`config.mk`:
```
export PLATFORM = sky130hd
export DESIGN_NAME = url_escape_codec_top
export DESIGN_NICKNAME = d
export VERILOG_FILES = /design/src/sv/uec_pkg.sv /design/src/sv/url_escape_codec_top.sv /design/src/sv/uec_xlate.sv
export SDC_FILE = /design/constraint.sdc
export NUM_CORES = 1
export LEC_CHECK = 0
export BUFFER_PORTS_ARGS = -buffer_cell sky130_fd_sc_hd__buf_2
export CAP_MARGIN = 15
export CORE_ASPECT_RATIO = 0.5
export CORE_MARGIN = 5
export CORE_UTILIZATION = 54
export CTS_CLUSTER_SIZE = 12
export DETAILED_ROUTE_END_ITERATION = 8
export PLACE_DENSITY = 0.9
export SYNTH_ARGS = -nofsm -noshare
export SYNTH_HDL_FRONTEND = slang
export SYNTH_SLANG_ARGS = --single-unit
```
`constraint.sdc`:
```
create_clock -name clk -period 4.5 [get_ports clk]
set_clock_uncertainty 0.2 [all_clocks]
set_input_delay 0.45 -clock clk [delete_from_list [all_inputs] [get_ports clk]]
set_output_delay 0.45 -clock clk [all_outputs]
set_load 0.02 [all_outputs]
```
`src/sv/uec_pkg.sv`:
```
// ----------------------------------------------------------------------------
// URL escape codec package
// Shared types, character constants and small helper functions.
// ----------------------------------------------------------------------------
package uec_pkg;

	localparam logic [1:0] MODE_FORM     = 2'd0;
	localparam logic [1:0] MODE_ALL      = 2'd1;
	localparam logic [1:0] MODE_SELECT   = 2'd2;
	localparam logic [1:0] MODE_DECODE   = 2'd3;

	localparam logic [1:0] REG_MODE      = 2'd0;
	localparam logic [1:0] REG_ESC_CHAR  = 2'd1;
	localparam logic [1:0] REG_ESC_AMP   = 2'd2;

	localparam logic [7:0] CH_PERCENT    = 8'h25;
	localparam logic [7:0] CH_HASH       = 8'h23;
	localparam logic [7:0] CH_PLUS       = 8'h2B;
	localparam logic [7:0] CH_SPACE      = 8'h20;
	localparam logic [7:0] CH_SLASH      = 8'h2F;
	localparam logic [7:0] CH_EQUAL      = 8'h3D;
	localparam logic [7:0] CH_AMP        = 8'h26;
	localparam logic [7:0] CH_CR         = 8'h0D;
	localparam logic [7:0] CH_LF         = 8'h0A;
	localparam logic [7:0] CH_ZERO       = 8'h30;
	localparam logic [7:0] CH_NINE       = 8'h39;
	localparam logic [7:0] CH_UP_A       = 8'h41;
	localparam logic [7:0] CH_UP_Z       = 8'h5A;
	localparam logic [7:0] CH_LO_A       = 8'h61;
	localparam logic [7:0] CH_LO_Z       = 8'h7A;
	// 'A' - 10: maps an upper-case letter digit to its value.
	localparam logic [7:0] ALPHA_OFS     = 8'd55;
	localparam logic [3:0] NIB_MASK      = 4'hF;

	localparam logic [1:0] GRP_WORDS     = 2'd3;

	typedef enum logic [1:0] {
		PH_IDLE   = 2'd0,
		PH_DIGIT1 = 2'd1,
		PH_DIGIT2 = 2'd2
	} uec_phase_t;

	typedef struct packed {
		logic [1:0] mode;
		logic [7:0] esc_char;
		logic       esc_amp;
	} uec_cfg_t;

	typedef struct packed {
		uec_phase_t phase;
		logic [3:0] nib;
	} uec_dec_t;

	// One group of result words produced by a single input word.
	typedef struct packed {
		logic [1:0]      cnt;
		logic [2:0][7:0] bytes;
		logic            last;
		logic            trunc;
	} uec_grp_t;

	function automatic logic [7:0] hex_digit(input logic [3:0] nib);
		logic [7:0] v;
		v = {4'h0, nib & NIB_MASK};
		if (nib > 4'd9) begin
			return v + ALPHA_OFS;
		end
		return v + CH_ZERO;
	endfunction

	function automatic logic [7:0] digit_value(input logic [7:0] c);
		if (c > CH_NINE) begin
			return c - ALPHA_OFS;
		end
		return c - CH_ZERO;
	endfunction

	function automatic logic is_alnum(input logic [7:0] c);
		return (c >= CH_LO_A && c <= CH_LO_Z) || (c >= CH_UP_A && c <= CH_UP_Z) ||
			(c >= CH_ZERO && c <= CH_NINE);
	endfunction

endpackage

```
`src/sv/url_escape_codec_top.sv`:
```
// An accepted word passes the input register and the result buffer before it shows.
// Throughput: one input word per cycle while each yields one result word and m_tready
// is high; an escaped byte gives three result words, sent one per cycle when ready.
// Decode words that only open or continue an escape leave no result and never wait.
// Reset clears the pipeline, the decoder state and loads the register defaults.
// ----------------------------------------------------------------------------
// URL escape codec top level
// Input register, translator, and a three-word result buffer feeding the
// output stream; APB registers for mode, escape character and ampersand escape.
// ----------------------------------------------------------------------------
module url_escape_codec_top (
	input  logic       clk,
	input  logic       arst_n,
	// APB configuration port
	input  logic       psel,
	input  logic       penable,
	input  logic       pwrite,
	input  logic [3:0] paddr,
	input  logic [31:0] pwdata,
	output logic [31:0] prdata,
	output logic       pready,
	// Input stream
	input  logic       s_tvalid,
	output logic       s_tready,
	input  logic [7:0] s_tdata,   // [7:0] in_byte
	input  logic       s_tlast,
	// Output stream
	output logic       m_tvalid,
	input  logic       m_tready,
	output logic [7:0] m_tdata,   // [7:0] out_byte
	output logic       m_tlast,
	output logic       m_tuser    // [0] truncated
);

	uec_pkg::uec_cfg_t cfg_q;
	uec_pkg::uec_dec_t dec_q;
	uec_pkg::uec_dec_t dec_nxt;
	uec_pkg::uec_grp_t grp;

	logic       s1_valid;
	logic [7:0] s1_byte;
	logic       s1_last;
	logic       s1_go;

	logic            buf_valid_q;
	logic [1:0]      buf_cnt_q;
	logic [1:0]      buf_idx_q;
	logic [2:0][7:0] buf_byte_q;
	logic            buf_last_q;
	logic            buf_trunc_q;
	logic            buf_end;
	logic            buf_done;
	logic            buf_free;
	logic            wr_en;

	// Configuration registers
	assign pready = 1'b1;
	assign wr_en  = psel && penable && pwrite && pready;

	always_ff @(posedge clk or negedge arst_n) begin
		if (!arst_n) begin
			cfg_q.mode     <= uec_pkg::MODE_FORM;
			cfg_q.esc_char <= uec_pkg::CH_PERCENT;
			cfg_q.esc_amp  <= 1'b1;
		end else if (wr_en) begin
			case (paddr[3:2])
				uec_pkg::REG_MODE:     cfg_q.mode     <= pwdata[1:0];
				uec_pkg::REG_ESC_CHAR: cfg_q.esc_char <= pwdata[7:0];
				uec_pkg::REG_ESC_AMP:  cfg_q.esc_amp  <= pwdata[0];
				default: ;
			endcase
		end
	end

	always_comb begin
		case (paddr[3:2])
			uec_pkg::REG_MODE:     prdata = {30'd0, cfg_q.mode};
			uec_pkg::REG_ESC_CHAR: prdata = {24'd0, cfg_q.esc_char};
			uec_pkg::REG_ESC_AMP:  prdata = {31'd0, cfg_q.esc_amp};
			default:               prdata = '0;
		endcase
	end

	// Result buffer handshake
	assign buf_end  = buf_idx_q == (buf_cnt_q - 2'd1);
	assign buf_done = m_tvalid && m_tready && buf_end;
	assign buf_free = !buf_valid_q || buf_done;

	// A word with no result only updates the decoder state.
	assign s1_go    = s1_valid && (grp.cnt == 2'd0 || buf_free);
	assign s_tready = !s1_valid || s1_go;

	uec_xlate u_xlate (
		.cfg     (cfg_q),
		.st      (dec_q),
		.in_byte (s1_byte),
		.in_last (s1_last),
		.grp     (grp),
		.nxt     (dec_nxt)
	);

	always_ff @(posedge clk or negedge arst_n) begin
		if (!arst_n) begin
			s1_valid    <= 1'b0;
			dec_q.phase <= uec_pkg::PH_IDLE;
			dec_q.nib   <= '0;
			buf_valid_q <= 1'b0;
			buf_cnt_q   <= '0;
			buf_idx_q   <= '0;
		end else begin
			if (s_tready) begin
				s1_valid <= s_tvalid;
			end
			if (s1_go) begin
				dec_q <= dec_nxt;
			end
			if (s1_go && grp.cnt != 2'd0) begin
				buf_valid_q <= 1'b1;
				buf_cnt_q   <= grp.cnt;
				buf_idx_q   <= '0;
			end else if (buf_done) begin
				buf_valid_q <= 1'b0;
			end else if (m_tvalid && m_tready) begin
				buf_idx_q <= buf_idx_q + 2'd1;
			end
		end
	end

	always_ff @(posedge clk) begin
		if (s_tready && s_tvalid) begin
			s1_byte <= s_tdata;
			s1_last <= s_tlast;
		end
		if (s1_go && grp.cnt != 2'd0) begin
			buf_byte_q  <= grp.bytes;
			buf_last_q  <= grp.last;
			buf_trunc_q <= grp.trunc;
		end
	end

	assign m_tvalid = buf_valid_q;
	assign m_tdata  = buf_byte_q[buf_idx_q];
	assign m_tlast  = buf_last_q && buf_end;
	assign m_tuser  = buf_trunc_q;

`ifndef NO_ASSERTIONS
	a_cnt_nonzero: assert property (@(posedge clk) disable iff (!arst_n)
		buf_valid_q |-> (buf_cnt_q != 2'd0 && buf_idx_q < buf_cnt_q))
		else $error("result buffer holds a bad word count or index");

	a_trunc_form: assert property (@(posedge clk) disable iff (!arst_n)
		(m_tvalid && m_tuser) |-> (m_tlast && m_tdata == 8'd0 && buf_cnt_q == 2'd1))
		else $error("truncation report is not a single zero last word");

	a_encode_clears: assert property (@(posedge clk) disable iff (!arst_n)
		(s1_go && cfg_q.mode != uec_pkg::MODE_DECODE) |=>
		(dec_q.phase == uec_pkg::PH_IDLE && dec_q.nib == 4'd0))
		else $error("encode word left the decoder inside an escape");

	a_no_overwrite: assert property (@(posedge clk) disable iff (!arst_n)
		(buf_valid_q && !buf_done) |-> !(s1_go && grp.cnt != 2'd0))
		else $error("result group loaded over an unfinished group");
`endif

endmodule

```
`src/sv/uec_xlate.sv`:
```
// ----------------------------------------------------------------------------
// URL escape translator
// Maps one input word and the decoder state to a group of up to three
// result words and the next decoder state.
// ----------------------------------------------------------------------------
module uec_xlate (
	input  uec_pkg::uec_cfg_t cfg,
	input  uec_pkg::uec_dec_t st,
	input  logic [7:0]        in_byte,
	input  logic              in_last,
	output uec_pkg::uec_grp_t grp,
	output uec_pkg::uec_dec_t nxt
);

	logic [7:0] dval;
	logic       esc;

	assign dval = uec_pkg::digit_value(in_byte);

	always_comb begin
		grp       = '0;
		nxt.phase = uec_pkg::PH_IDLE;
		nxt.nib   = '0;
		esc       = 1'b0;
		if (cfg.mode == uec_pkg::MODE_DECODE) begin
			case (st.phase)
				uec_pkg::PH_DIGIT1: begin
					if (in_last) begin
						grp.cnt   = 2'd1;
						grp.last  = 1'b1;
						grp.trunc = 1'b1;
					end else begin
						nxt.phase = uec_pkg::PH_DIGIT2;
						nxt.nib   = dval[3:0];
					end
				end
				uec_pkg::PH_DIGIT2: begin
					grp.cnt      = 2'd1;
					grp.bytes[0] = {st.nib, 4'h0} + dval;
					grp.last     = in_last;
				end
				default: begin
					// The plus test comes first, so a plus never opens an escape.
					if (in_byte == uec_pkg::CH_PLUS) begin
						grp.cnt      = 2'd1;
						grp.bytes[0] = uec_pkg::CH_SPACE;
						grp.last     = in_last;
					end else if (in_byte == cfg.esc_char) begin
						if (in_last) begin
							grp.cnt   = 2'd1;
							grp.last  = 1'b1;
							grp.trunc = 1'b1;
						end else begin
							nxt.phase = uec_pkg::PH_DIGIT1;
						end
					end else begin
						grp.cnt      = 2'd1;
						grp.bytes[0] = in_byte;
						grp.last     = in_last;
					end
				end
			endcase
		end else begin
			case (cfg.mode)
				uec_pkg::MODE_ALL: begin
					esc = 1'b1;
				end
				uec_pkg::MODE_FORM: begin
					esc = !(in_byte == uec_pkg::CH_SPACE || uec_pkg::is_alnum(in_byte));
				end
				default: begin
					esc = in_byte == uec_pkg::CH_SLASH || in_byte == uec_pkg::CH_EQUAL ||
						in_byte == uec_pkg::CH_CR || in_byte == uec_pkg::CH_LF ||
						in_byte == uec_pkg::CH_PLUS ||
						(in_byte == uec_pkg::CH_AMP && cfg.esc_amp);
				end
			endcase
			grp.last = in_last;
			if (esc) begin
				grp.cnt      = uec_pkg::GRP_WORDS;
				grp.bytes[0] = cfg.esc_char;
				grp.bytes[1] = uec_pkg::hex_digit(in_byte[7:4]);
				grp.bytes[2] = uec_pkg::hex_digit(in_byte[3:0]);
			end else begin
				grp.cnt      = 2'd1;
				grp.bytes[0] = (in_byte == uec_pkg::CH_SPACE) ? uec_pkg::CH_PLUS : in_byte;
			end
		end
	end

endmodule
```
## Word-level counts from Yosys, hierarchy flattened

Index checks and enable logic that the tools add are counted.

| operators by class | value |
|---|---|
| add/sub/neg operators | 9 |
| mux-type cells | 48 |
| bitwise operators | 1 |
| equality and inequality tests | 16 |
| reduce and logical (&&, ||, !) cells | 37 |
| order comparisons | 10 |

Operators by type and width:

| kind | number |
|---|---|
| $mux 8 | 10 |
| $eq 8x6->1 const B | 5 |
| $add 4x6->7 const B | 4 |
| $pmux 8 s3 | 1 |
| $mux 9 | 2 |
| $mux 1 | 17 |
| $bmux 8 s2 | 1 |
| $eq 8x4->1 const B | 2 |
| $ge 8x7->1 const B | 2 |
| $le 8x7->1 const B | 2 |
| $mux 2 | 8 |
| $pmux 8 s2 | 1 |
| $sub 8x6->8 const B | 2 |
| $logic_and 1x1->1 | 12 |
| $mux 6 | 2 |
| $logic_or 1x1->1 | 11 |
| $add 8x8->8 | 1 |
| $eq 8x8->1 | 1 |
| $ge 8x6->1 const B | 1 |
| $gt 4x4->1 const B | 2 |
| $gt 8x6->1 const B | 1 |
| $le 8x6->1 const B | 1 |
| $pmux 2 s2 | 2 |
| $reduce_and 2->1 | 4 |
| 14 further kinds | 26 |

| storage, ports and cells | value |
|---|---|
| word-level logic and storage cells | 137 |
| bits in registers | 58 |
| output and inout bits | 45 |
| input port bits | 52 |

## Logic depth before layout (Yosys ltp)

| depth | value |
|---|---|
| word-level depth | 16 |
| gate-level depth with buffers | 15 |
| gate-level depth less buffers | 13 |

## Hierarchy

A second synthesis with hierarchy kept.

| unflattened totals | value |
|---|---|
| cell total of the unflattened synthesis | 386 |
| area, all modules | 3,922.5 um^2 |

Modules (own cells, without submodules):

| module | seq. area each (um^2) | cells each | times used | area each (um^2) |
|---|---|---|---|---|
| url_escape_codec_top | 1,631.6 | 182 | 1 | 2,568.7 |
| uec_xlate | 0.0 | 204 | 1 | 1,353.8 |

## Worst setup path after synthesis

No wires, ideal clock.

| path | value |
|---|---|
| kind | flip-flop to flip-flop |
| from | register s1_byte[0] |
| to | register buf_byte_q[7] (netlist name) (data pin) |
| buffers on the path | 2 |
| required time | 4.046 ns |
| stages on the path, launching flop included | 15 |
| path slack | 1.078 ns |
| arrival | 2.968 ns |
| clock period less this slack | 3.422 ns |
| setup time | 0.254 ns |
| cell sequence | edfxtp_1 -> buf_2 -> inv_1 -> ha_1 -> o21bai_1 -> a311o_1 -> buf_2 -> mux2_2 -> ha_1 -> a21o_1 -> a21oi_1 -> xnor2_1 -> xnor2_1 -> o32ai_1 -> a21o_1 |

RTL lines:

| item | RTL line | source |
|---|---|---|
| start: declaration | url_escape_codec_top.sv:41 | `logic [7:0] s1_byte;` |
| start signal: assignment | url_escape_codec_top.sv:131 | `s1_byte <= s_tdata;` |
| end signal: assignment | url_escape_codec_top.sv:135 | `buf_byte_q <= grp.bytes;` |
| end: declaration | url_escape_codec_top.sv:48 | `logic [2:0][7:0] buf_byte_q;` |

==> results.md <==
* Status: completed
* Nets at 484
* Core area at 0.00678 mm2
* Wire length per cell at 17.2 um
* Pint at 1420 uW
* Total track usage at 19.6%
* CTS sink cnt at 56
* Peak Freq at 253 MHz
* CTS Buffer Depth at 2
* Mapped Cells at 376
* Leak pwr at 0.00178 uW
* Antenna viol nets, final at 0
* Largest net degree at the start of global routing at 24
* Sequential cell area fraction in the yosys report at 41.2%
* Post-Layout Cell Count at 508
* Worst skew pair latency at 0.29 ns
* IO Count at 97
* Clock network power share at 15.1%
* Most frequent cells in the layout: 46 x buf_2, 33 x edfxtp_1, 27 x nor2_1
* Initial DRT Pass Iterations at 5
* Vias/cell at 5.95
* Most common cell after layout, fill and taps aside: buf_2
* Avg Cell Area, Syn at 10.2 um2
* Vias at 3,024
* Port bufs at 45
* Final period util at 87.8%
* Post-CTS sizing at 0
* Starting Density at 56.3%
* Initial DRC Count at 413
* CTS tree: built
* VDD IR max at 331 uV
* Synth top area share at 26.0%
* Pwr dens at 599 mW/mm2
* Final Max Tran Viols at 0
* # rows at 21
* Slew @ Worst Pin at 0.681 ns
* Arrival time worst endpoint at 3.83 ns
* Detailed Place HPWL at 6280 um
* Largest area contributor in the netlist: edfxtp_1
* Setup crit end kind: register
* Number of global-route vias before repair at 2,866
* Worst EP required at 4.38 ns
* Placed Cells at 498
* Ys async rst share at 41.1%
* EDFF count, synth at 33
* Startpoint types: register
* # diodes at 0
* Seq pwr share at 37.7%
* Crit path max fanout at 12
* CP Class: register to register
* Final setup fails at 0
* Synth Flop Type: edfxtp_1
* Layout area overhead at 8.92%
* Layout cells sized above 1 at 21.9%
* First-pass GRT wire length at 14,300 um
* Top post-synthesis cells by area: edfxtp_1 26%, dfrtp_1 12%, ha_1 5.2%
* RSZ-0062 raised after global routing: no
* Die height at 69.5 um
* Slew Limit Headroom at 54.4%
* Clk pin slew, worst setup/hold paths at 0.07 ns
* Initial antenna violation count at 0
* Placer congestion estimate at 0.962
* Design area at 0.00416 mm2
* Hold crit path type: primary input to register
* Residual DRC at 0
* Final hold violation count at 0
* Setup TNS at 0 ns
* Final Critical Period at 3.95 ns
* Yosys reg bits at 56
* Placed cell area at 0.00400 mm2
* Total CTS buffers at 5
* Ys Warns at 0
* H-tree levels at 2
* Distinct cell type count after synthesis at 71
* Grt ovf at 0
* Total wire length at 8730 um
* Combinational power share at 47.2%
* Max Cap Viol at 0
* Root buf cell: clkbuf_16
* Die W at 129 um
* DIE AREA at 0.00895 mm2
* Post-Syn Area at 0.00382 mm2
* Switching Fraction at 43.2%
* Psw at 1080 uW
==> stage by stage <==
stage	total power [uW]	hold WS (ns)	setup WS [ns]	util [%]
global route	2640	0.131	0.345	61.3
finish	2490	0.134	0.550	61.3
global placement	2050	0.245	0.743	59.0
CTS	2470	0.131	0.677	61.3
detailed placement	2070	0.248	0.722	59.0
floorplan	1780	-0.0456	1.08	-
==> sequential cells by signal (all words and copies together) (netlist names) <==
register    flops
s1_byte         8
buf_cnt_q       2
s1_valid        1
buf_byte_q     22
buf_last_q      1
dec_q           6
m_tuser         1
s1_last         1
buf_idx_q       2
cfg_q          11
m_tvalid        1
==> metal layers <==
| layer | share of wire, % | up-vias | global-route usage [%] |
|---|---|---|---|
| li1 | - | 1376 | - |
| met1 | 43 | 1368 | 27.7 |
| met2 | 43 | 246 | 29.8 |
| met3 | 11 | 34 | 3.92 |
| met4 | 2.7 | 0 | 7.33 |
| met5 | 0 | - | 0 |
==> power groups by stage <==
stage | clock (uW) | sequential, uW | combinational, uW
after CTS | 382 | 934 | 1150
final | 377 | 939 | 1180
after global routing | 400 | 960 | 1280
after global placement | 0 | 933 | 1110
after detailed placement | 0 | 942 | 1130
after floorplan | 0 | 847 | 937
==> kinds of logic (layout without fill, tap and decap cells) <==
| kind of cell | Yosys count | in the layout | synth area share [%] |
|---|---|---|---|
| and+or+nand+nor | 104 | 104 | 14.6 |
| other | 2 | 25 | 0.197 |
| AOI/OAI and AO/OA | 88 | 88 | 17.0 |
| DFF | 56 | 56 | 41.2 |
| xor gates and xnor gates | 22 | 22 | 5.05 |
| muxes | 24 | 24 | 6.72 |
| adders and majority gates | 17 | 17 | 5.77 |
| buffers and inverters | 63 | 80 | 9.50 |
==> cell type report <==
cell class / count / area, um2
Timing Repair Buffer: 52 / 278
Fill cell: 540 / 2620
Multi-Input combinational cell: 280 / 1970
Sequential cell: 56 / 1570
Inverter: 20 / 75.1
Clock buffer: 5 / 125
Clock inverter: 3 / 21.3
Tap cell: 92 / 115
==> synth_stat cells (all sizes together), types with 11 or more instances <==
library cell,count
mux2i,11
o21ai,21
buf,37
nand2,25
dfrtp,19
nor2,28
ha,16
and2,11
inv,20
xor2,13
a21oi,17
edfxtp,33
mux2,13
==> what timing repair did <==
action | CTS | global route
endpoints found under the hold margin | 19 | 0
hold buffers | 1 | 0
setup buffers | 0 | 0
==> critical path, cell delays in order (launching register included) <==
cell	delay [ns]
edfxtp_1	0.61
inv_1	0.22
ha_1	0.31
o21bai_1	0.20
a311o_1	0.49
and2_1	0.22
xnor2_1	0.13
ha_1	0.20
inv_1	0.07
fa_1	0.39
xor2_1	0.18
o21ai_0	0.16
a31oi_1	0.07
a31oi_1	0.30
==> worst paths after layout <==
path	start	slack, ns	endpoint	depth (start not counted)
max	s1_byte[1]	0.55	buf_byte_q[6]	13
min	s_tdata[2]	0.13	s1_byte[2]	1
max reg2reg	s1_byte[1]	0.55	buf_byte_q[6]	13
min reg2reg	dec_q[3]	0.31	dec_q[3]	1
max in group asynchronous	arst_n	3.27	cfg_q[0]	2
min in group asynchronous	arst_n	0.46	buf_cnt_q[1]	2
Power figures use the tool's default switching activity.
